--- src/hdl/bounded_deque_with_search_assert.svh ---
// ----------------------------------------------------------------------------
// bounded_deque_with_search_assert.svh
// assertion macros used by the bounded_deque_with_search design file
// ----------------------------------------------------------------------------
`ifndef BOUNDED_DEQUE_WITH_SEARCH_ASSERT_SVH
`define BOUNDED_DEQUE_WITH_SEARCH_ASSERT_SVH

// condition must hold at every clock edge outside reset
`define BDQS_ASSERT_ALWAYS(label, cond, msg) \
   label: assert property (@(posedge clock) disable iff (reset) (cond)) \
      else $error(msg);

// consequent must hold in the cycle after the antecedent
`define BDQS_ASSERT_NEXT(label, ante, cons, msg) \
   label: assert property (@(posedge clock) disable iff (reset) (ante) |=> (cons)) \
      else $error(msg);

`endif

--- src/hdl/bdqs_pkg.sv ---
// ----------------------------------------------------------------------------
// bdqs_pkg
// sizes, operation and status codes, sequencer states and ring index steps of the deque
// ----------------------------------------------------------------------------
`timescale 1ns / 1ps

package bdqs_pkg;

   localparam int CAPACITY   = 16;
   localparam int DATA_WIDTH = 32;

   localparam int IDX_W  = $clog2(CAPACITY);
   localparam int CNT_W  = $clog2(CAPACITY + 1);
   localparam int OP_W   = 3;
   localparam int WORD_W = 32;
   localparam int STAT_W = 2;
   localparam int OCC_W  = 5;

   localparam int REQ_TDATA_W = ((OP_W + WORD_W + 7) / 8) * 8;
   localparam int RSP_TDATA_W = ((STAT_W + OCC_W + 7) / 8) * 8;

   typedef enum logic [OP_W-1:0] {
      OP_PUT_BACK   = 3'd0,
      OP_PUT_FRONT  = 3'd1,
      OP_TAKE_BACK  = 3'd2,
      OP_TAKE_FRONT = 3'd3,
      OP_SEARCH     = 3'd4,
      OP_CLEAR      = 3'd5
   } op_type;

   typedef enum logic [STAT_W-1:0] {
      ST_OK        = 2'd0,
      ST_EMPTY     = 2'd1,
      ST_FULL      = 2'd2,
      ST_NOT_FOUND = 2'd3
   } status_type;

   typedef enum logic [1:0] {
      S_IDLE,
      S_SCAN,
      S_DONE
   } state_type;

   // ring index step, capacity need not be a power of two
   function automatic logic [IDX_W-1:0] slot_next(input logic [IDX_W-1:0] i);
      slot_next = (i == IDX_W'(CAPACITY - 1)) ? '0 : i + 1'b1;
   endfunction

   function automatic logic [IDX_W-1:0] slot_prev(input logic [IDX_W-1:0] i);
      slot_prev = (i == '0) ? IDX_W'(CAPACITY - 1) : i - 1'b1;
   endfunction

endpackage

--- src/hdl/bdqs_ram.sv ---
// ----------------------------------------------------------------------------
// bdqs_ram
// generic single-write, single-read ram with registered read data
// ----------------------------------------------------------------------------
`timescale 1ns / 1ps

module bdqs_ram #(
   parameter int WIDTH = 32,
   parameter int DEPTH = 16
) (
   input  logic                     clock,
   input  logic                     wr_en,
   input  logic [$clog2(DEPTH)-1:0] wr_addr,
   input  logic [WIDTH-1:0]         wr_data,
   input  logic                     rd_en,
   input  logic [$clog2(DEPTH)-1:0] rd_addr,
   output logic [WIDTH-1:0]         rd_data
);

   logic [WIDTH-1:0] mem_ff [DEPTH];
   logic [WIDTH-1:0] rd_data_ff;

   always_ff @(posedge clock) begin
      if (wr_en) begin
         mem_ff[wr_addr] <= wr_data;
      end
      if (rd_en) begin
         rd_data_ff <= mem_ff[rd_addr];
      end
   end

   assign rd_data = rd_data_ff;

endmodule

--- src/hdl/bounded_deque_with_search.sv ---
// ----------------------------------------------------------------------------
// bounded_deque_with_search
// bounded double-ended queue in a ring ram, with a front-to-back value search
// ----------------------------------------------------------------------------
//   channel  dir  tdata fields (low bit first)        transfer
//   req_     in   op[2:0], data_word[34:3], pad        tvalid & tready
//   rsp_     out  status[1:0], occupancy[6:2], pad     tvalid & tready
//
//   push, pop, clear and unused codes: result loaded at the transfer
//   search: one ram read per cycle through the single read port and one
//   shared compare; ends early on a hit
//   req_tready is high only in idle with the result register free or draining
//   reset is synchronous and empties the queue; no clearing pass of the ram
//   a stalled rsp_ holds its result and blocks the next request
// ----------------------------------------------------------------------------
`timescale 1ns / 1ps

`include "bounded_deque_with_search_assert.svh"

module bounded_deque_with_search
   import bdqs_pkg::*;
(
   input  logic                   clock,
   input  logic                   reset,
   input  logic                   req_tvalid,
   output logic                   req_tready,
   input  logic [REQ_TDATA_W-1:0] req_tdata,   // op, data_word
   output logic                   rsp_tvalid,
   input  logic                   rsp_tready,
   output logic [RSP_TDATA_W-1:0] rsp_tdata    // status, occupancy
);

   state_type             state_ff, state_in;
   logic [IDX_W-1:0]      front_ff, front_in;
   logic [IDX_W-1:0]      back_ff, back_in;
   logic [CNT_W-1:0]      count_ff, count_in;
   logic [DATA_WIDTH-1:0] key_ff, key_in;
   logic [IDX_W-1:0]      pos_ff, pos_in;
   logic [CNT_W-1:0]      issued_ff, issued_in;
   logic                  pend_ff, pend_in;
   logic                  found_ff, found_in;
   logic                  rsp_valid_ff, rsp_valid_in;
   status_type            rsp_status_ff, rsp_status_in;
   logic [CNT_W-1:0]      rsp_occ_ff, rsp_occ_in;

   logic                  req_xfer;
   logic                  out_free;
   op_type                req_op;
   logic [WORD_W-1:0]     req_word;
   logic [DATA_WIDTH+WORD_W-1:0] word_ext;
   logic [DATA_WIDTH-1:0] req_key;
   logic [CNT_W+OCC_W-1:0] occ_ext;

   logic                  wr_en;
   logic [IDX_W-1:0]      wr_addr;
   logic                  rd_en;
   logic [DATA_WIDTH-1:0] rd_data;
   logic                  is_full;
   logic                  is_empty;
   logic                  hit;
   status_type            status;

   assign req_op   = op_type'(req_tdata[OP_W-1:0]);
   assign req_word = req_tdata[OP_W+WORD_W-1:OP_W];
   assign word_ext = {{DATA_WIDTH{1'b0}}, req_word};
   assign req_key  = word_ext[DATA_WIDTH-1:0];

   assign out_free   = !rsp_valid_ff || rsp_tready;
   assign req_tready = (state_ff == S_IDLE) && out_free;
   assign req_xfer   = req_tvalid && req_tready;

   assign is_full  = (count_ff == CNT_W'(CAPACITY));
   assign is_empty = (count_ff == '0);
   assign hit      = pend_ff && (rd_data == key_ff);

   bdqs_ram #(
      .WIDTH (DATA_WIDTH),
      .DEPTH (CAPACITY)
   ) u_ram (
      .clock   (clock),
      .wr_en   (wr_en),
      .wr_addr (wr_addr),
      .wr_data (req_key),
      .rd_en   (rd_en),
      .rd_addr (pos_ff),
      .rd_data (rd_data)
   );

   always_ff @(posedge clock) begin
      if (reset) begin
         state_ff     <= S_IDLE;
         front_ff     <= '0;
         back_ff      <= '0;
         count_ff     <= '0;
         pos_ff       <= '0;
         issued_ff    <= '0;
         pend_ff      <= 1'b0;
         found_ff     <= 1'b0;
         rsp_valid_ff <= 1'b0;
      end else begin
         state_ff     <= state_in;
         front_ff     <= front_in;
         back_ff      <= back_in;
         count_ff     <= count_in;
         pos_ff       <= pos_in;
         issued_ff    <= issued_in;
         pend_ff      <= pend_in;
         found_ff     <= found_in;
         rsp_valid_ff <= rsp_valid_in;
      end
   end

   always_ff @(posedge clock) begin
      key_ff        <= key_in;
      rsp_status_ff <= rsp_status_in;
      rsp_occ_ff    <= rsp_occ_in;
   end

   always_comb begin
      state_in      = state_ff;
      front_in      = front_ff;
      back_in       = back_ff;
      count_in      = count_ff;
      key_in        = key_ff;
      pos_in        = pos_ff;
      issued_in     = issued_ff;
      pend_in       = 1'b0;
      found_in      = found_ff;
      rsp_valid_in  = rsp_valid_ff && !rsp_tready;
      rsp_status_in = rsp_status_ff;
      rsp_occ_in    = rsp_occ_ff;
      wr_en         = 1'b0;
      wr_addr       = back_ff;
      rd_en         = 1'b0;
      status        = ST_OK;

      case (state_ff)
         S_IDLE: begin
            if (req_xfer) begin
               case (req_op)
                  OP_PUT_BACK: begin
                     if (is_full) begin
                        status = ST_FULL;
                     end else begin
                        wr_en    = 1'b1;
                        wr_addr  = back_ff;
                        back_in  = slot_next(back_ff);
                        count_in = count_ff + 1'b1;
                     end
                  end
                  OP_PUT_FRONT: begin
                     if (is_full) begin
                        status = ST_FULL;
                     end else begin
                        wr_en    = 1'b1;
                        wr_addr  = slot_prev(front_ff);
                        front_in = slot_prev(front_ff);
                        count_in = count_ff + 1'b1;
                     end
                  end
                  OP_TAKE_BACK: begin
                     if (is_empty) begin
                        status = ST_EMPTY;
                     end else begin
                        back_in  = slot_prev(back_ff);
                        count_in = count_ff - 1'b1;
                     end
                  end
                  OP_TAKE_FRONT: begin
                     if (is_empty) begin
                        status = ST_EMPTY;
                     end else begin
                        front_in = slot_next(front_ff);
                        count_in = count_ff - 1'b1;
                     end
                  end
                  OP_SEARCH: begin
                     key_in    = req_key;
                     pos_in    = front_ff;
                     issued_in = '0;
                     found_in  = 1'b0;
                     state_in  = S_SCAN;
                  end
                  OP_CLEAR: begin
                     front_in = '0;
                     back_in  = '0;
                     count_in = '0;
                  end
                  default: begin
                  end
               endcase
               if (req_op != OP_SEARCH) begin
                  rsp_valid_in  = 1'b1;
                  rsp_status_in = status;
                  rsp_occ_in    = count_in;
               end
            end
         end
         S_SCAN: begin
            // one read issued per cycle, compared the cycle after
            if (issued_ff != count_ff) begin
               rd_en     = 1'b1;
               pos_in    = slot_next(pos_ff);
               issued_in = issued_ff + 1'b1;
               pend_in   = 1'b1;
            end
            if (hit) begin
               found_in = 1'b1;
            end
            if (hit || (issued_ff == count_ff && !pend_ff)) begin
               state_in = S_DONE;
            end
         end
         S_DONE: begin
            if (out_free) begin
               rsp_valid_in  = 1'b1;
               rsp_status_in = found_ff ? ST_OK : ST_NOT_FOUND;
               rsp_occ_in    = count_ff;
               state_in      = S_IDLE;
            end
         end
         default: begin
            state_in = S_IDLE;
         end
      endcase
   end

   assign occ_ext    = {{OCC_W{1'b0}}, rsp_occ_ff};
   assign rsp_tvalid = rsp_valid_ff;
   assign rsp_tdata  = {{(RSP_TDATA_W - STAT_W - OCC_W){1'b0}},
                        occ_ext[OCC_W-1:0], rsp_status_ff};

   `BDQS_ASSERT_ALWAYS(a_count_bound, count_ff <= CNT_W'(CAPACITY),
      "entry count above capacity")
   `BDQS_ASSERT_ALWAYS(a_empty_ring, (count_ff != '0) || (front_ff == back_ff),
      "empty queue with front and back apart")
   `BDQS_ASSERT_ALWAYS(a_scan_bound, (state_ff != S_SCAN) || (issued_ff <= count_ff),
      "search read past the stored entries")
   `BDQS_ASSERT_NEXT(a_search_keeps, state_ff != S_IDLE,
      $stable(count_ff) && $stable(front_ff) && $stable(back_ff),
      "queue changed during a search")

endmodule
--- config.mk ---
export PLATFORM = sky130hd
export DESIGN_NAME = bounded_deque_with_search
export DESIGN_NICKNAME = d
export VERILOG_FILES = /design/src/hdl/bdqs_pkg.sv /design/src/hdl/bdqs_ram.sv /design/src/hdl/bounded_deque_with_search.sv
export VERILOG_INCLUDE_DIRS = /design/src /design/src/hdl
export SDC_FILE = /design/constraint.sdc
export NUM_CORES = 1
export LEC_CHECK = 0
export ABC_AREA = 1
export CAP_MARGIN = 20
export CELL_PAD_IN_SITES_DETAIL_PLACEMENT = 0
export CELL_PAD_IN_SITES_GLOBAL_PLACEMENT = 2
export CORE_UTILIZATION = 40
export CTS_CLUSTER_DIAMETER = 50
export CTS_CLUSTER_SIZE = 20
export DETAILED_ROUTE_END_ITERATION = 7
export DONT_BUFFER_PORTS = 1
export GPL_TIMING_DRIVEN = 0
export PLACE_DENSITY_LB_ADDON = 0.2
export SLEW_MARGIN = 5
export SYNTH_ARGS = -nofsm -noshare
export SYNTH_HDL_FRONTEND = slang
export SYNTH_HIERARCHICAL = 1
export SYNTH_SLANG_ARGS = --single-unit
--- constraint.sdc ---
create_clock -name clock -period 5.2 [get_ports clock]
set_clock_uncertainty 0.15 [all_clocks]
set_input_delay 1.04 -clock clock [delete_from_list [all_inputs] [get_ports clock]]
set_output_delay 1.04 -clock clock [all_outputs]
set_load 0.005 [all_outputs]
==> impl_metrics.json <==
{
  "status": "completed",
  "core_um2": 65980,
  "drc_errors": 0,
  "crit_slowest_cell": "nor2_4",
  "regToRegSetupSlack_ps": 1470,
  "drive_above_1_share_pct": 10.49,
  "ioPinCount": 54,
  "cts_post_setup_buffers_inserted": 0,
  "worst-path-buf-inv": 3,
  "syn_inst": 2587,
  "rr_startpoint": "count_ff[0]",
  "min_period_ps": 3734,
  "grtUsageTotal_pct": 23.75,
  "min_to": "rsp_tvalid",
  "max_freq_mhz": 267.8,
  "drt-wirelength-per-cell_um": 22.10,
  "rsz0062_at_grt": "false",
  "cts_buffers": 75,
  "ir_drop_mv": 0.2569,
  "start_util_pct": 40.60,
  "grt_remaining_overflow": 0,
  "synth_ff_type": "edfxtp_1",
  "antenna_found_initial": 1,
  "first_iter_violations": 1554,
  "cp_cell_sequence": "inv_1 -> ha_1 -> nand3_2 -> nor2_2 -> inv_1 -> nand2_1 -> nor2_2 -> nand2_2 -> a21oi_1 -> nand3_1 -> nor2_4 -> buf_12",
  "synthesis.area_um2": 26790,
  "clk_latency_ps": 620,
  "dp_hpwl_um": 52730,
  "area_growth_pct": 16.20,
  "grt_pass1_vias": 16990,
  "cts_tree": "built",
  "synth_edf_count": 583,
  "async_flop_share_pct": 0,
  "slew_violations": 0,
  "critPathLaunchType": "flip-flop",
  "cts_resized": 0,
  "tightest_slew_ps": 1070,
  "end_kind": "flip-flop",
  "fin_setup_tns_ps": 0,
  "rr_worst_depth": 12,
  "power_density_nw_per_um2": 380.7,
  "placed_cell_area_um2": 28440,
  "hold_violations": 0,
  "regArea_um2": 18050,
  "ys.warnings.count": 6,
  "critPathMaxFanout": 18,
  "via_count": 18080,
  "clk_pin_slew_worst_paths_ps": 60,
  "finalNonFillerCells": 3610,
  "dr.pass1.iters": 5,
  "hold_path_depth": 1,
  "syn-num-nets": 2639,
  "cp_top_family": "simple AND/OR/NAND/NOR gates",
  "clkSinkCount": 610,
  "max-cap-violations": 0,
  "yosysUniqueCellTypes": 44,
  "final_util_pct": 47.17,
  "rr_endpoint": "u_ram/mem_ff[13][23]",
  "nNetsFinal": 2737,
  "crit_required_ps": 5350,
  "synth.largest_area_cell": "edfxtp_1",
  "cts_max_level": 3,
  "finalSetupViolations": 0,
  "hold_class": "flip-flop to flip-flop",
  "slew_headroom_pct": 28.68,
  "hold_buffers": 0,
  "viasPerCell": 5.008,
  "leakage_uw": 0.01293,
  "synth.top_cell.area_share_pct": 65.36,
  "fillers": 6066,
  "fin_area_um2": 31120,
  "ys_seq_elements": 610,
  "die-height_um": 260.8,
  "multi_input_area_um2": 6326,
  "dp_cells": 3472,
  "io_buffers": 0,
  "ant_nets": 0,
  "finalCritPeriodShare_pct": 71.81,
  "gp_congestion": 0.8287,
  "worstHoldStart": "state_ff[0]",
  "die_w_um": 260.8,
  "ctsLongestPathBuffers": 3,
  "whs_ps": 348.3,
  "cpPeakStageDelay_ps": 690,
  "wirelength_um": 79770,
  "row_count": 94,
  "synth_area_leaders": "edfxtp_1 (65%), nand2_1 (11%), nand3_1 (7.5%), inv_1 (6.5%), dfxtp_1 (2.0%)",
  "yosysSeqAreaShare_pct": 67.38,
  "synth_area_per_cell_um2": 10.35,
  "crit_arrival_ps": 3880,
  "grt_pass1_wl_um": 115000,
  "die_area_um2": 68000,
  "clock-root-buffer": "clkbuf_16",
  "grt_max_degree": 27,
  "path_class": "flip-flop to flip-flop"
}
-- power by group --
| group | switching, uW | internal [uW] |
|---|---|---|
| registers | 41.9 | 5480 |
| clock network | 2260 | 3310 |
| logic | 538 | 218 |
-- synthesized netlist by cell type, types with 3 or more instances --
library cell / instances
a21oi_1: 24
buf_1: 10
buf_2: 47
buf_4: 9
buf_6: 30
clkbuf_1: 14
dfxtp_1: 27
edfxtp_1: 583
ha_1: 8
inv_1: 461
inv_2: 9
nand2_1: 780
nand2_2: 6
nand3_1: 404
nand3b_1: 3
nor2_1: 58
nor2_2: 6
o21ai_0: 34
o21ai_1: 10
o22ai_1: 7
xnor2_1: 17
xor2_1: 10
-- cell families (layout without fill, tap and decap cells) --
family / Yosys count / after routing / synth area share, %
AO/OA/AOI/OAI: 88 / 88 / 1.836
XOR/XNOR: 27 / 27 / 0.8828
adder cells (fa/ha/maj): 8 / 8 / 0.3737
buffers and inverters: 584 / 742 / 9.454
flip-flops: 610 / 610 / 67.38
other: 1 / 2 / 0.01400
AND/OR/NAND/NOR: 1269 / 1269 / 20.06
-- worst max-delay path by stage --
stage                     depth (start not counted)         from  slack, ps              endpoint
after floorplan                                  10   rsp_tready       1040   u_ram/mem_ff[12][0]
final                                            12  count_ff[0]       1470  u_ram/mem_ff[13][23]
after global routing                             12  count_ff[0]       1180  u_ram/mem_ff[12][23]
after detailed placement                         11   rsp_tready       1020  u_ram/mem_ff[12][30]
after CTS                                        12  count_ff[0]       1380  u_ram/mem_ff[12][22]
after global placement                           10   rsp_tready      -1110   u_ram/mem_ff[3][31]
-- flip-flops by register name, indices dropped and copies added (netlist names) --
name / flops
count_ff: 5
u_ram/rd_data: 32
found_ff: 1
rsp_tvalid: 1
rsp_occ_ff: 5
u_ram/mem_ff: 512
pos_ff: 4
key_ff: 32
rsp_status_ff: 2
front_ff: 4
issued_ff: 5
pend_ff: 1
back_ff: 4
state_ff: 2
-- area by class of cell --
cell class | instances | area share [%]
inverter | 473 | 5.724
tap | 864 | 3.473
buffer | 111 | 2.412
antenna | 1 | 0.008040
sequential | 610 | 57.98
clock buffer | 83 | 6.400
clock inverter | 54 | 2.219
timing repair buffer | 21 | 1.455
multi-input combinational | 1393 | 20.32
-- layer usage --
metal / GRT usage [%] / wire length (um) / vias up
met2: 38.93 / 37840 / 502
met5: 0 / 0 / -
met1: 32.88 / 36140 / 8827
met4: 7.115 / 2003 / 0
met3: 3.089 / 3785 / 111
li1: - / - / 8639
-- metrics by stage --
stage | setup slack [ps] | power (uW)
4_1_cts | 1383 | 11950
6_report | 1466 | 11850
5_1_grt | 1176 | 12220
3_5_place_dp | 1019 | 6381
3_3_place_gp | -1112 | 6354
2_1_floorplan | 1045 | 6086
-- cells in the final DEF, fill, tap and decap left out, drive strengths merged, types with 3 or more instances in the layout --
cell,n
clkbuf,97
dfxtp,27
nand2,788
o31ai,3
nand3b,3
xor2,10
clkinvlp,7
nor3,3
nand3,406
buf,118
clkinv,15
inv,496
bufinv,9
nor2,65
ha,8
xnor2,17
o21ai,44
edfxtp,583
a21oi,25
o22ai,7
No activity file was read; power rests on OpenSTA's default activity.
